==> config.mk <==
export PLATFORM = sky130hd
export DESIGN_NAME = rsps_sqrt
export DESIGN_NICKNAME = d
export VERILOG_FILES = /design/src/design/ray_sphere_pixel_shader_unit_defines.svh /design/src/design/rsps_pkg.sv /design/src/design/rsps_sqrt.sv
export SDC_FILE = /design/constraint.sdc
export NUM_CORES = 2
export LEC_CHECK = 0
export BUFFER_PORTS_ARGS = -buffer_cell sky130_fd_sc_hd__buf_4
export CAP_MARGIN = 20
export CORE_MARGIN = 2
export CORE_UTILIZATION = 35
export DETAILED_ROUTE_END_ITERATION = 6
export GPL_TIMING_DRIVEN = 1
export RECOVER_POWER = 50
export SLEW_MARGIN = 40
export SYNTH_ARGS = -nofsm -noshare
export SYNTH_HDL_FRONTEND = slang
export SYNTH_SLANG_ARGS = --single-unit
==> constraint.sdc <==
create_clock -name i_clk -period 9.4 [get_ports i_clk]
set_clock_uncertainty 0.2 [all_clocks]
set_input_delay 2.82 -clock i_clk [delete_from_list [all_inputs] [get_ports i_clk]]
set_output_delay 2.82 -clock i_clk [all_outputs]
set_load 0.005 [all_outputs]
==> src/design/ray_sphere_pixel_shader_unit_defines.svh <==
// Assertion macros used by the top-level design file
`ifndef RAY_SPHERE_PIXEL_SHADER_UNIT_DEFINES_SVH
`define RAY_SPHERE_PIXEL_SHADER_UNIT_DEFINES_SVH
`ifndef SYNTHESIS
`define RSPS_ASSERT_IMPL(lbl, clk, rstn, ante, cons) \
    lbl: assert property (@(posedge clk) disable iff (!(rstn)) (ante) |-> (cons)) \
        else $error("assertion failed");
`define RSPS_ASSERT_NEXT(lbl, clk, rstn, ante, cons) \
    lbl: assert property (@(posedge clk) disable iff (!(rstn)) (ante) |=> (cons)) \
        else $error("assertion failed");
`else
`define RSPS_ASSERT_IMPL(lbl, clk, rstn, ante, cons)
`define RSPS_ASSERT_NEXT(lbl, clk, rstn, ante, cons)
`endif
`endif

==> src/design/rsps_pkg.sv <==
package rsps_pkg;

    localparam logic       REG_CAMERA_Y    = 1'b0;
    localparam logic       REG_RADIUS_LOG2 = 1'b1;
    localparam logic signed [11:0] CAMERA_Y_RST = -12'sd200;
    localparam logic [2:0] RADIUS_LOG2_RST = 3'd5;
    localparam logic [7:0] SKY_COLOR       = 8'd155;
    localparam logic [4:0] CH_SHIFT        = 5'd7;
    localparam int         SQRT_BITS       = 15;
    localparam int         DIV_BITS        = 16;

    typedef struct packed {
        logic signed [11:0] cy;
        logic [2:0]         k;
        logic [4:0]         sf;
    } t_cfg;

    typedef struct packed {
        logic [12:0]       addr;
        logic signed [8:0] dx;
        logic signed [8:0] dz;
    } t_pix;

    typedef struct packed {
        t_pix               pix;
        logic signed [20:0] hb;
        logic [17:0]        qa;
        logic signed [43:0] disc;
        logic [14:0]        res;
        logic [31:0]        sq;
    } t_sq;

    typedef struct packed {
        t_pix        pix;
        logic        pos;
        logic        neg;
        logic [17:0] den;
        logic [32:0] scaled;
        logic [15:0] res;
        logic [35:0] prod;
    } t_dv;

    typedef struct packed {
        t_pix        pix;
        logic        hit;
        logic [15:0] t;
    } t_sh;

    function automatic logic [7:0] shade_ch(input logic signed [25:0] n,
                                            input logic [4:0] sf);
        logic signed [31:0] v;
        logic [31:0]        m;
        v = 32'(n) + (32'sd1 <<< sf);
        if (v < 0) begin
            m = 32'd0;
        end else if (sf >= CH_SHIFT) begin
            m = $unsigned(v) >> (sf - CH_SHIFT);
        end else begin
            m = $unsigned(v) << (CH_SHIFT - sf);
        end
        return (m > 32'd255) ? 8'hFF : m[7:0];
    endfunction

endpackage

==> src/design/rsps_sqrt.sv <==
module rsps_sqrt (
    input  logic          i_clk,
    input  logic          i_rst_n,
    input  logic          i_en,
    input  logic          i_vld,
    input  rsps_pkg::t_sq i_data,
    output logic          o_vld,
    output rsps_pkg::t_sq o_data
);

    localparam int N = rsps_pkg::SQRT_BITS;

    logic          r_vld [N];
    rsps_pkg::t_sq r_st  [N];

    for (genvar i = 0; i < N; i++) begin : g_stage
        localparam int B = N - 1 - i;
        logic          in_vld;
        rsps_pkg::t_sq in_st, n_st;
        logic [31:0]   cand_sq;

        if (i == 0) begin : g_first
            assign in_vld = i_vld;
            assign in_st  = i_data;
        end else begin : g_next
            assign in_vld = r_vld[i-1];
            assign in_st  = r_st[i-1];
        end

        always_comb begin
            cand_sq = in_st.sq + (32'(in_st.res) << (B + 1)) + (32'd1 << (2 * B));
            n_st    = in_st;
            if (in_st.disc >= $signed({12'd0, cand_sq})) begin
                n_st.res[B] = 1'b1;
                n_st.sq     = cand_sq;
            end
        end

        always_ff @(posedge i_clk) begin
            if (!i_rst_n) begin
                r_vld[i] <= 1'b0;
            end else if (i_en) begin
                r_vld[i] <= in_vld;
            end
        end

        always_ff @(posedge i_clk) begin
            if (i_en) begin
                r_st[i] <= n_st;
            end
        end
    end

    assign o_vld  = r_vld[N-1];
    assign o_data = r_st[N-1];

endmodule

# Word level (Yosys, flattened, before mapping)
# Memories as Yosys holds them, arrays and structs flattened.
# Index checks and enable logic that the tools add are counted.
totals:
  regBits: 0
  ramBits: 2430
  in_bits: 165
  out_inout_bits: 162
  elab_cells: 111
  mem_count: 2
mem_list:
  columns: ["name", "depth", "word_bits", "read_ports", "rd_clocked_by_memory_dff", "wr", "line", "rtl"]
  rows:
  - ["r_st", 15, 161, 15, 0, 15, "rsps_sqrt.sv:14", "rsps_pkg::t_sq r_st [N];"]
  - ["r_vld", 15, 1, 15, 0, 15, "rsps_sqrt.sv:13", "logic r_vld [N];"]
classes:
  add_sub_neg: 30
  n_lt_le_gt_ge: 15
  mux: 49
  n_bitwise: 15
op_table:
  columns: ["operator", "n"]
  rows:
  - ["$ge A44 B33 Y1", 15]
  - ["$mux W32", 14]
  - ["$mux W1", 34]
  - ["$mux W33", 1]
  - ["$add A32 B1 Y32 const B", 1]
  - ["$add A32 B11 Y32 const B", 1]
  - ["$add A32 B13 Y32 const B", 1]
  - ["$add A32 B15 Y32 const B", 1]
  - ["$add A32 B16 Y32", 1]
  - ["$add A32 B17 Y32", 1]
  - ["$add A32 B17 Y32 const B", 1]
  - ["$add A32 B18 Y32", 1]
  - ["$add A32 B19 Y32", 1]
  - ["$add A32 B19 Y32 const B", 1]
  - ["$add A32 B20 Y32", 1]
  - ["$add A32 B21 Y32", 1]
  - ["$add A32 B21 Y32 const B", 1]
  - ["$add A32 B22 Y32", 1]
  - ["$add A32 B23 Y32", 1]
  - ["$add A32 B23 Y32 const B", 1]
  - ["$add A32 B24 Y32", 1]
  - ["$add A32 B25 Y32", 1]
  - ["$add A32 B25 Y32 const B", 1]
  - ["$add A32 B26 Y32", 1]
  - ["11 further kinds", 25]

# Logic depth before layout (Yosys ltp)
logic_depth:
  ltp_word: 4
  mapped_depth: 24
  mapped_depth_nobuf: 22

# Least setup slack after synthesis
# No wires, ideal clock.
synth_timing:
  path_type: "input to register"
  start: "input i_data[17] in the netlist's numbering"
  end: "memory r_st[0][15] in the netlist's numbering (data pin)"
  setup_time_ps: 265
  arrival_ps: 6718
  t_required_ps: 8935
  path_slack_ps: 2217
  stages: 18
  path_cell_list: "ha_1 > ha_1 > a211oi_1 > o211ai_1 > a41o_1 > o41ai_1 > o21bai_1 > a21oi_1 > xor2_1 > ha_1 > a21o_1 > a21o_1 > a2111o_1 > a21oi_1 > o32ai_1 > nor2_1 > clkbuf_1 > o21ai_0"
synth_lines:
  columns: ["item", "line", "rtl"]
  rows:
  - ["from (decl)", "rsps_sqrt.sv:6", "input rsps_pkg::t_sq i_data,"]
  - ["to (decl)", "rsps_sqrt.sv:14", null]

==> impl_metrics.py <==
metrics = {
    "outcome": {
        "status": "finished with violations",
        "violations": "max-capacitance violations, max-slew violations",
    },
    "power": {
        "peakVddDrop_uv": 146,
        "powerDensity_mw_per_mm2": 252,
        "p_leak_nw": 45.5,
        "finalPower_mw": 30.3,
    },
    "floorplan": {
        "die_y_um": 549,
        "start_util_pct": 35.2,
        "fp.coreArea_mm2": 0.295,
        "dieArea_mm2": 0.301,
        "die_w_um": 549,
        "io_pins": 327,
        "rows": 199,
    },
    "final_layout": {
        "fillerInstances": 26500,
        "area_delta_synth_final_pct": 15.9,
        "drive_gt1_share_pct": 10.7,
        "layout.nets": 8252,
    },
    "route": {
        "drc_errors": 0,
        "wl_mm": 199,
        "viasPerCell": 4.74,
        "vias": 53600,
        "first_iter_violations": 3161,
        "wire_per_inst_um": 17.6,
        "drt_pass1_iterations": 6,
        "ant_nets": 0,
    },
    "clock_tree": {
        "postCtsHoldBufs": 0,
        "clkSlewWorstSetupHoldPaths_ns": 0.06,
        "post_cts_buffers": 0,
        "cts_sinks": 2430,
        "tritoncts": "done",
        "cts_root_buf": "clkbuf_16",
        "htreeDepth": 5,
        "insertion_delay_ns": 0.86,
        "cts_resized": 0,
        "clk_path_buf_depth": 4,
        "numCtsBuffers": 278,
    },
    "critical_path": {
        "r2r-start": "r_st[1][487]",
        "r2r_end": "r_st[1][670]",
        "critPathMaxFanout": 103,
        "crit_chain": "clkbuf_2 > clkbuf_1 > buf_6",
        "cpPeakStageDelay_ns": 2.28,
        "crit_path_start": "i_en",
        "critPathLaunchType": "primary input",
        "critPathRequiredTime_ns": 9.67,
        "critPathSlowestCell": "clkbuf_2",
        "critPathKind": "in2reg",
        "worstPathArrival_ns": 7.87,
        "crit_path_end": "r_st[0][253]",
        "ff2ff_path_depth": 22,
        "end_kind": "flop",
        "ff2ff_setup_slack_ns": 2.89,
    },
    "placement": {
        "dp_hpwl_mm": 147,
        "globalplace.congestion": 0.897,
        "placement.io_buffers": 326,
    },
    "run": {
        "maxCapViolCount": 9,
    },
    "logic_synthesis": {
        "synth.distinct_cells": 92,
        "avgSynthCellArea_um2": 15.8,
        "synth_edf_count": 2429,
        "synth_area_leader_cell": "edfxtp_1",
        "yosys_warnings": 0,
        "synthArstFlopShare_pct": 0,
        "yosysSeqAreaShare_pct": 70.3,
        "synth_ff_type": "edfxtp_1",
        "ys_top_cells_by_count": "edfxtp_1 (2,429), ha_1 (914), inv_1 (354)",
        "synth-seq-cells": 2430,
        "synth_most_common_cell": "edfxtp_1",
        "synth.area.top_cells": "edfxtp_1 (70%), ha_1 (11%), xor2_1 (2.0%), xnor2_1 (1.5%), o21ai_0 (1.4%)",
        "synth_top_area_share_pct": 70.3,
        "syn_inst": 6566,
        "netlist_area_mm2": 0.104,
        "syn_nets": 7660,
    },
    "timing": {
        "report.final.hold_viol_count": 0,
        "fmax_mhz": 132,
        "fin_crit_sh_pct": 80.9,
        "rsz0062_at_grt": "no",
        "slew_headroom_pct": -135,
        "finalSetupTns_ns": 0,
        "worst_slew_pin_slew_ns": 3.52,
        "slew_violations": 503,
        "period_minus_slack_ns": 7.60,
        "setup_viol": 0,
    },
    "global_route": {
        "grt_use_total_pct": 13.0,
        "first_global_vias": 55700,
        "antenna_found_initial": 2,
        "grt_pass1_wl_mm": 310,
        "grt_overflow": 0,
        "grt_start_max_net_pins": 149,
    },
    "worst_hold_path": {
        "hp-start": "r_st[0][319]",
        "hold_class": "reg2reg",
    },
}
==> cells in the final DEF, fill, tap and decap left out, types with 180 or more instances in the layout <==
cell / n
a21oi_1: 266
buf_4: 219
clkbuf_16: 282
edfxtp_1: 2429
ha_1: 914
inv_1: 354
nand2_1: 331
nor2_1: 232
o21ai_0: 297
xnor2_1: 180
xor2_1: 237
==> logic make-up after synthesis <==
group                      count (synthesis)  synth area share (%)
DFF                                     2430                  70.3
and+or+nand+nor                         1211                  5.91
AOI/OAI and AO/OA                       1055                  6.44
adders and majority gates                929                  11.3
buffers and inverters                    427                  1.57
xor gates and xnor gates                 417                  3.52
muxes                                     97                 0.951
==> area by class of cell <==
cell class,count,area (µm²),share of cell area [%]
Tap cell,3919,4900,4.08
Timing Repair Buffer,385,2740,2.28
Sequential cell,2430,73000,60.7
Inverter,354,1330,1.10
Clock inverter,168,1780,1.48
Multi-Input combinational cell,3709,29300,24.4
Antenna cell,1,2.50,0.00208
Clock buffer,329,7230,6.01
==> through the flow <==
step	hold WS, ns	area (µm²)	instances	setup WS [ns]	utilization [%]
2_1_floorplan	0.200	104000	6566	2.22	-
3_3_place_gp	0.200	111000	10800	1.24	37.8
3_5_place_dp	0.205	112000	10800	1.29	37.9
4_1_cts	0.186	121000	11300	2.24	40.9
5_1_grt	0.195	120000	11300	1.32	40.8
6_report	0.196	120000	11300	1.80	40.8
==> sequential cells by signal, indices dropped and copies added, names as in the netlist <==
name / count
r_st: 2415
r_vld: 15
==> power breakdown <==
group	internal [mW]	total, mW	leakage, nW	switching (mW)
Sequential	13.1	13.6	23.8	0.543
Combinational	2.54	6.12	17.3	3.57
Clock	6.25	10.5	4.39	4.29
==> how the worst min path moves through the flow <==
stage / to / slack [ns] / cells after the start
final: r_st[0][480] / 0.20 / 0
after detailed placement: r_st[0][1081] / 0.20 / 0
after floorplan: r_st[0][1057] / 0.20 / 0
after global placement: r_st[1][607] / 0.20 / 0
after CTS: r_st[1][146] / 0.19 / 0
after global routing: r_st[1][145] / 0.19 / 0
==> layer usage <==
metal,GRT usage (%),vias to the layer above,routed length [µm]
met5,0,-,0
met4,5.55,0,8530
met3,2.30,451,7500
met2,22.5,975,97500
met1,15.9,25700,85500
li1,-,26500,-
==> worst max-delay path, delay by kind of cell <==
kind / cells / cell delay (ns)
buffers and inverters: 3 / 4.83
No activity file was read; power rests on OpenSTA's default activity.
