==> src/design/ray_sphere_pixel_shader_unit_defines.svh <==
// Assertion macros used by the top-level design file
`ifndef RAY_SPHERE_PIXEL_SHADER_UNIT_DEFINES_SVH
`define RAY_SPHERE_PIXEL_SHADER_UNIT_DEFINES_SVH
`ifndef SYNTHESIS
`define RSPS_ASSERT_IMPL(lbl, clk, rstn, ante, cons) \
    lbl: assert property (@(posedge clk) disable iff (!(rstn)) (ante) |-> (cons)) \
        else $error("assertion failed");
`define RSPS_ASSERT_NEXT(lbl, clk, rstn, ante, cons) \
    lbl: assert property (@(posedge clk) disable iff (!(rstn)) (ante) |=> (cons)) \
        else $error("assertion failed");
`else
`define RSPS_ASSERT_IMPL(lbl, clk, rstn, ante, cons)
`define RSPS_ASSERT_NEXT(lbl, clk, rstn, ante, cons)
`endif
`endif

==> src/design/rsps_pkg.sv <==
package rsps_pkg;

    localparam logic       REG_CAMERA_Y    = 1'b0;
    localparam logic       REG_RADIUS_LOG2 = 1'b1;
    localparam logic signed [11:0] CAMERA_Y_RST = -12'sd200;
    localparam logic [2:0] RADIUS_LOG2_RST = 3'd5;
    localparam logic [7:0] SKY_COLOR       = 8'd155;
    localparam logic [4:0] CH_SHIFT        = 5'd7;
    localparam int         SQRT_BITS       = 15;
    localparam int         DIV_BITS        = 16;

    typedef struct packed {
        logic signed [11:0] cy;
        logic [2:0]         k;
        logic [4:0]         sf;
    } t_cfg;

    typedef struct packed {
        logic [12:0]       addr;
        logic signed [8:0] dx;
        logic signed [8:0] dz;
    } t_pix;

    typedef struct packed {
        t_pix               pix;
        logic signed [20:0] hb;
        logic [17:0]        qa;
        logic signed [43:0] disc;
        logic [14:0]        res;
        logic [31:0]        sq;
    } t_sq;

    typedef struct packed {
        t_pix        pix;
        logic        pos;
        logic        neg;
        logic [17:0] den;
        logic [32:0] scaled;
        logic [15:0] res;
        logic [35:0] prod;
    } t_dv;

    typedef struct packed {
        t_pix        pix;
        logic        hit;
        logic [15:0] t;
    } t_sh;

    function automatic logic [7:0] shade_ch(input logic signed [25:0] n,
                                            input logic [4:0] sf);
        logic signed [31:0] v;
        logic [31:0]        m;
        v = 32'(n) + (32'sd1 <<< sf);
        if (v < 0) begin
            m = 32'd0;
        end else if (sf >= CH_SHIFT) begin
            m = $unsigned(v) >> (sf - CH_SHIFT);
        end else begin
            m = $unsigned(v) << (CH_SHIFT - sf);
        end
        return (m > 32'd255) ? 8'hFF : m[7:0];
    endfunction

endpackage

==> src/design/rsps_front.sv <==
module rsps_front #(
    parameter int SCREEN_COLS = 80,
    parameter int SCREEN_ROWS = 60
) (
    input  logic             i_clk,
    input  logic             i_rst_n,
    input  logic             i_en,
    input  rsps_pkg::t_cfg   i_cfg,
    input  logic             i_vld,
    input  logic [6:0]       i_col,
    input  logic [5:0]       i_row,
    output logic             o_vld,
    output rsps_pkg::t_sq    o_data
);

    logic [3:0] r_vld;
    rsps_pkg::t_pix r_p1, r_p2, r_p3, n_p1;
    logic [17:0]        r_qa2, r_qa3, n_qa;
    logic signed [20:0] r_hb2, r_hb3, n_hb;
    logic signed [24:0] r_qc2, n_qc;
    logic signed [41:0] r_hbsq, n_hbsq;
    logic signed [42:0] r_aqc, n_aqc;
    logic signed [17:0] sx, sz;
    logic signed [43:0] n_disc;
    rsps_pkg::t_sq r_out, n_out;

    always_comb begin
        n_p1.addr = {i_row, i_col};
        n_p1.dx   = $signed({2'b00, i_col}) - $signed(9'(SCREEN_COLS >> 1));
        n_p1.dz   = $signed(9'(SCREEN_ROWS - 1)) - $signed({3'b000, i_row})
                    - $signed(9'(SCREEN_ROWS >> 1));
        sx     = r_p1.dx * r_p1.dx;
        sz     = r_p1.dz * r_p1.dz;
        n_qa   = 18'(sx) + 18'(sz) + 18'(SCREEN_COLS * SCREEN_COLS);
        n_hb   = i_cfg.cy * $signed(21'(SCREEN_COLS));
        n_qc   = i_cfg.cy * i_cfg.cy - $signed(25'(1) << {i_cfg.k, 1'b0});
        n_hbsq = r_hb2 * r_hb2;
        n_aqc  = $signed({1'b0, r_qa2}) * r_qc2;
        n_disc = r_hbsq - r_aqc;
        n_out.pix  = r_p3;
        n_out.hb   = r_hb3;
        n_out.qa   = r_qa3;
        n_out.disc = n_disc;
        n_out.res  = '0;
        n_out.sq   = '0;
    end

    always_ff @(posedge i_clk) begin
        if (!i_rst_n) begin
            r_vld <= '0;
        end else if (i_en) begin
            r_vld <= {r_vld[2:0], i_vld};
        end
    end

    always_ff @(posedge i_clk) begin
        if (i_en) begin
            r_p1   <= n_p1;
            r_p2   <= r_p1;
            r_qa2  <= n_qa;
            r_hb2  <= n_hb;
            r_qc2  <= n_qc;
            r_p3   <= r_p2;
            r_qa3  <= r_qa2;
            r_hb3  <= r_hb2;
            r_hbsq <= n_hbsq;
            r_aqc  <= n_aqc;
            r_out  <= n_out;
        end
    end

    assign o_vld  = r_vld[3];
    assign o_data = r_out;

endmodule

==> config.mk <==
export PLATFORM = sky130hd
export DESIGN_NAME = rsps_front
export DESIGN_NICKNAME = d
export VERILOG_FILES = /design/src/design/ray_sphere_pixel_shader_unit_defines.svh /design/src/design/rsps_pkg.sv /design/src/design/rsps_front.sv
export SDC_FILE = /design/constraint.sdc
export NUM_CORES = 2
export LEC_CHECK = 0
export ABC_AREA = 1
export BUFFER_PORTS_ARGS = -buffer_cell sky130_fd_sc_hd__buf_2
export CAP_MARGIN = 20
export CORE_ASPECT_RATIO = 0.8
export CORE_MARGIN = 4
export CORE_UTILIZATION = 29
export CTS_CLUSTER_SIZE = 25
export DETAILED_ROUTE_END_ITERATION = 10
export PLACE_DENSITY = 0.49
export SYNTH_ARGS = -nofsm -noshare
export SYNTH_HDL_FRONTEND = slang
export SYNTH_SLANG_ARGS = --single-unit
export TNS_END_PERCENT = 1
==> constraint.sdc <==
create_clock -name i_clk -period 16.85 [get_ports i_clk]
set_input_delay 2.5275 -clock i_clk [delete_from_list [all_inputs] [get_ports i_clk]]
set_output_delay 2.5275 -clock i_clk [all_outputs]
set_load 0.02 [all_outputs]
-- Word level (Yosys, flattened, before mapping)
Cells that the tools add are included.
- bits in registers: 368
- input bits: 37
- output and inout bits: 162
- add/subtract/negate cells: 7
- multipliers: 6
- shift operators: 1
- operators with widths (kind ; number):
    subtractor 42 x 43 -> 44 bit ; 1
    multiplier 19 x 25 -> 43 bit ; 1
    multiplier 16 x 16 -> 32 bit ; 1
    multiplier 8 x 8 -> 16 bit ; 2
    << shifter 1 x 4 -> 25 bit (first input constant) ; 1
    subtractor 24 x 25 -> 25 bit ; 1
    multiplier 12 x 12 -> 24 bit ; 1
    adder 18 x 14 -> 18 bit (second input constant) ; 1
    adder 18 bit ; 1
    multiplier 12 x 4 -> 16 bit (second input constant) ; 1
    subtractor 7 x 6 -> 8 bit (second input constant) ; 2
    subtractor 6 x 6 -> 7 bit (first input constant) ; 1

-- Longest topological paths before layout
- depth in word-level cells: 3
- depth in mapped cells: 35

-- Worst setup path after synthesis
Ideal clock, no wire load.
- path type: input-to-reg
- start: in i_cfg[19] in the netlist's numbering
- end: reg r_qc2[23], data pin
- library setup time: 0.259 ns
- arrival: 7.042 ns
- data required time: 16.591 ns
- path slack: 9.549 ns
- stages on the path: 19
- path buffers: 2
- cell sequence: buf_2 clkbuf_1 nand2_1 inv_1 fa_1 fa_1 inv_1 fa_1 fa_1 inv_1 fa_1 ha_1 ha_1 a21oi_1 o21a_1 nor2_1 nor2_1 nand3_1 xor2_1
- longest elaborated chain between the ends: 2
- ends and longest elaborated chain (what ; line ; text):
    start: declaration ; rsps_front.sv:8 ; input rsps_pkg::t_cfg i_cfg,
    multiplier 12 x 12 -> 24 bit ; rsps_front.sv:36 ; n_qc = i_cfg.cy * i_cfg.cy - $signed(25'(1) << {i_cfg.k, 1'b0});
    subtractor 24 x 25 -> 25 bit ; rsps_front.sv:36 ;
    named net n_qc[23] ; rsps_front.sv:20 ; logic signed [24:0] r_qc2, n_qc;
    end signal: assignment ; rsps_front.sv:62 ; r_qc2 <= n_qc;
    end: declaration ; rsps_front.sv:20 ;
The timed path passes the listed nets, and every way through them passes these cells.
A chain may end at the register's enable or synchronous reset.

-- Final worst setup path
- start: in i_cfg[19] in the netlist's numbering
- end: reg r_qc2[20], data pin
Same word-level chain as after synthesis.

==> results.toml <==
[critical_path]
crit_buf_inv = 5
endpoint_kind = "flip-flop"
r2r_end = "r_aqc[42]"
crit_fanout = 23
rr_worst_depth = 22
start_kind = "primary input"
critPathMostFrequentCell = "fa_1"
regToRegSetupSlack_ns = 9.67
r2r_start = "r_qc2[24]"
crit_family = "adder cells"
cp_cell_sequence = "buf_2 -> nand2_1 -> inv_1 -> fa_1 -> fa_1 -> inv_1 -> fa_1 -> inv_1 -> fa_1 -> fa_1 -> ha_1 -> ha_1 -> nand2_1 -> inv_1 -> nand3_1 -> nor2_1 -> nand4_1 -> nand3_1 -> xor2_1"
critPathMaxStageDelay_ns = 0.76
required_ns = 17.28
cp_slowest_cell = "fa_1"
cp.arrival_ns = 7.86
path_class = "primary input to flip-flop"
crit_cells = 19

[timing]
relSlewSlack_pct = 28.9
fin_tns_setup_ns = 0
slew_violations = 0
final.min_clock_period_ns = 7.43
fin_crit_sh_pct = 44.1
rsz0062_at_grt = "false"
worstMarginPinSlew_ns = 1.07
fmax_mhz = 135
fin_skew_ns = 0.0371
setup_viol = 0
final-hold-violation-count = 0

[final_layout]
area_growth_pct = 8.37
drive_gt1_share_pct = 4.77
fin_nets = 7587

[drt]
wl_per_cell_um = 15.3
routed-via-count = 37276
wl_um = 133000
drc = 0
drt_first_pass_iters = 6
drt-vias-per-instance = 4.30
drtAntennaViolNets = 0
wl_met3_um = 6060
drtIter0Drc = 2027
top_layer_used = "met4"
dr_wl_met2_um = 58400
wl_met1_um = 66200

[place]
dp_hpwl_um = 111000
portBuffers = 142
gp_congestion = 0.899

[logic_synthesis]
avgSynthCellArea_sq_um = 8.54
ys_types = 45
synth-edff-count = 344
synth_cells = 6195
synthArstFlopShare_pct = 0
syn-cell-area_sq_um = 52900
yosys_warnings = 0
synth_seq_cells = 348
seq_area_frac_synth_pct = 19.7
yosys_most_used_dff = "edfxtp_1"

[grt]
grt_pass1_vias = 39739
track_usage_pct = 14.4
grt_max_degree = 118
overflow = 0
grt_pass1_wl_um = 218000
antenna_found_initial = 1

[clock_tree]
clock_latency_ns = 0.62
cts_tree = "done"
cts_resized = 0
ctsHoldBuffers = 0
htreeDepth = 2
numClockSinks = 348
root_buffer = "clkbuf_16"
numCtsBuffers = 42
post_cts_buffers = 0
path_clk_slew_ns = 0.06
clock_path_buffers = 3

[floorplan]
rows = 139
die_x_um = 486
core_sq_um = 181000
start_util_pct = 29.3
fp.dieArea_sq_um = 189000
io_pins = 199
die_y_um = 390

[worst_hold_path]
min_to = "o_data[146]"
min_path_cells = 0
holdCritStartpoint = "n_out[146]"
hold_class = "flip-flop to flip-flop"

[flow_run]
drv_cap = 0

[status]
outcome = "finished, final reports clean"
-- worst max-delay path by stage --
stage               from         to  slack, ns
3_5_place_dp   i_cfg[19]  r_qc2[20]       8.79
2_1_floorplan  i_cfg[19]  r_qc2[23]       9.55
3_3_place_gp   i_cfg[19]  r_qc2[20]       8.80
5_1_grt        i_cfg[19]  r_qc2[20]       9.11
4_1_cts        i_cfg[19]  r_qc2[20]       9.42
6_report       i_cfg[19]  r_qc2[20]       9.42
-- metrics by stage --
step / cell area, sq um / setup slack, ns / instances / hold slack (ns) / utilization (%)
floorplan: 53100 / 9.55 / 6246 / 0.400 / -
global placement: 56000 / 8.80 / 8588 / 0.401 / 31.0
detailed placement: 56000 / 8.79 / 8588 / 0.405 / 31.0
CTS: 57400 / 9.42 / 8664 / 0.412 / 31.8
global route: 57400 / 9.11 / 8665 / 0.422 / 31.8
finish: 57400 / 9.42 / 8666 / 0.415 / 31.8
-- cell families (layout without fill, tap and decap cells) --
family                     after synthesis  after routing  share of synthesized area [%]
and+or+nand+nor                       1987           1987                           15.2
other                                    1             54                        0.00708
xor gates and xnor gates               191            191                           3.16
DFF                                    348            348                           19.7
AOI/OAI and AO/OA                      309            309                           3.22
adders and majority gates             1315           1315                           43.8
buffers and inverters                 2044           2065                           14.9
-- synth_stat cells (49+ instances only) --
master | number | share of area [%]
inv_1 | 1804 | 13
nand2_1 | 1409 | 10
fa_1 | 899 | 34
ha_1 | 416 | 9.8
edfxtp_1 | 344 | 20
nor2_1 | 266 | 1.9
nand3_1 | 175 | 1.7
a21oi_1 | 168 | 1.6
clkbuf_1 | 162 | 1.1
xor2_1 | 133 | 2.2
o21ai_0 | 78 | 0.74
buf_4 | 58 | 0.82
xnor2_1 | 58 | 0.96
nand4_1 | 49 | 0.58
-- layout make-up --
| type | count | area, sq um |
|---|---|---|
| fillers | 19180 | 123000 |
| flip-flops and latches | 348 | 10400 |
| clock inverters | 28 | 260 |
| inverters | 1816 | 6820 |
| diodes | 2 | 5.00 |
| clock buffers | 48 | 1090 |
| repair buffers | 173 | 953 |
| well taps | 2397 | 3000 |
| multi-input cells | 3854 | 34800 |
-- flip-flops by register name, indices dropped and copies added (netlist names) --
| signal | cells |
|---|---|
| r_qc2 | 25 |
| r_vld | 4 |
| r_hbsq | 30 |
| r_qa3 | 18 |
| r_hb3 | 16 |
| n_out | 25 |
| r_aqc | 43 |
| r_p2 | 25 |
| r_qa2 | 18 |
| r_p1 | 25 |
| r_hb2 | 16 |
| o_data | 103 |
-- cell usage in the layout (no fill, tap or decap), types with 9 or more instances in the layout --
cell type	Yosys	layout
xor2_1	133	133
edfxtp_1	344	344
nand3_1	175	175
conb_1	1	52
nor3_1	28	28
o21ai_0	78	78
nand4_1	49	49
or2_2	11	11
clkbuf_16	0	43
nand2_1	1409	1409
buf_4	58	31
ha_1	416	416
inv_2	11	11
clkinv_1	1	10
buf_2	1	141
nor2_1	266	266
nand2_2	10	10
inv_1	1804	1804
fa_1	899	899
a21oi_1	168	168
o21bai_1	24	24
a21o_1	9	9
xnor2_1	58	58
nor2_2	14	14
-- metal layers --
metal  global-route usage [%]  vias to the layer above
met4                     2.32                        0
met3                     1.78                      109
met2                     22.7                      683
met5                        0                        -
li1                         -                    18103
met1                     21.5                    18381
Power is left out: the tool's default activity adds up to more than one toggle a clock period on the data nets, which glitch-free logic cannot reach.
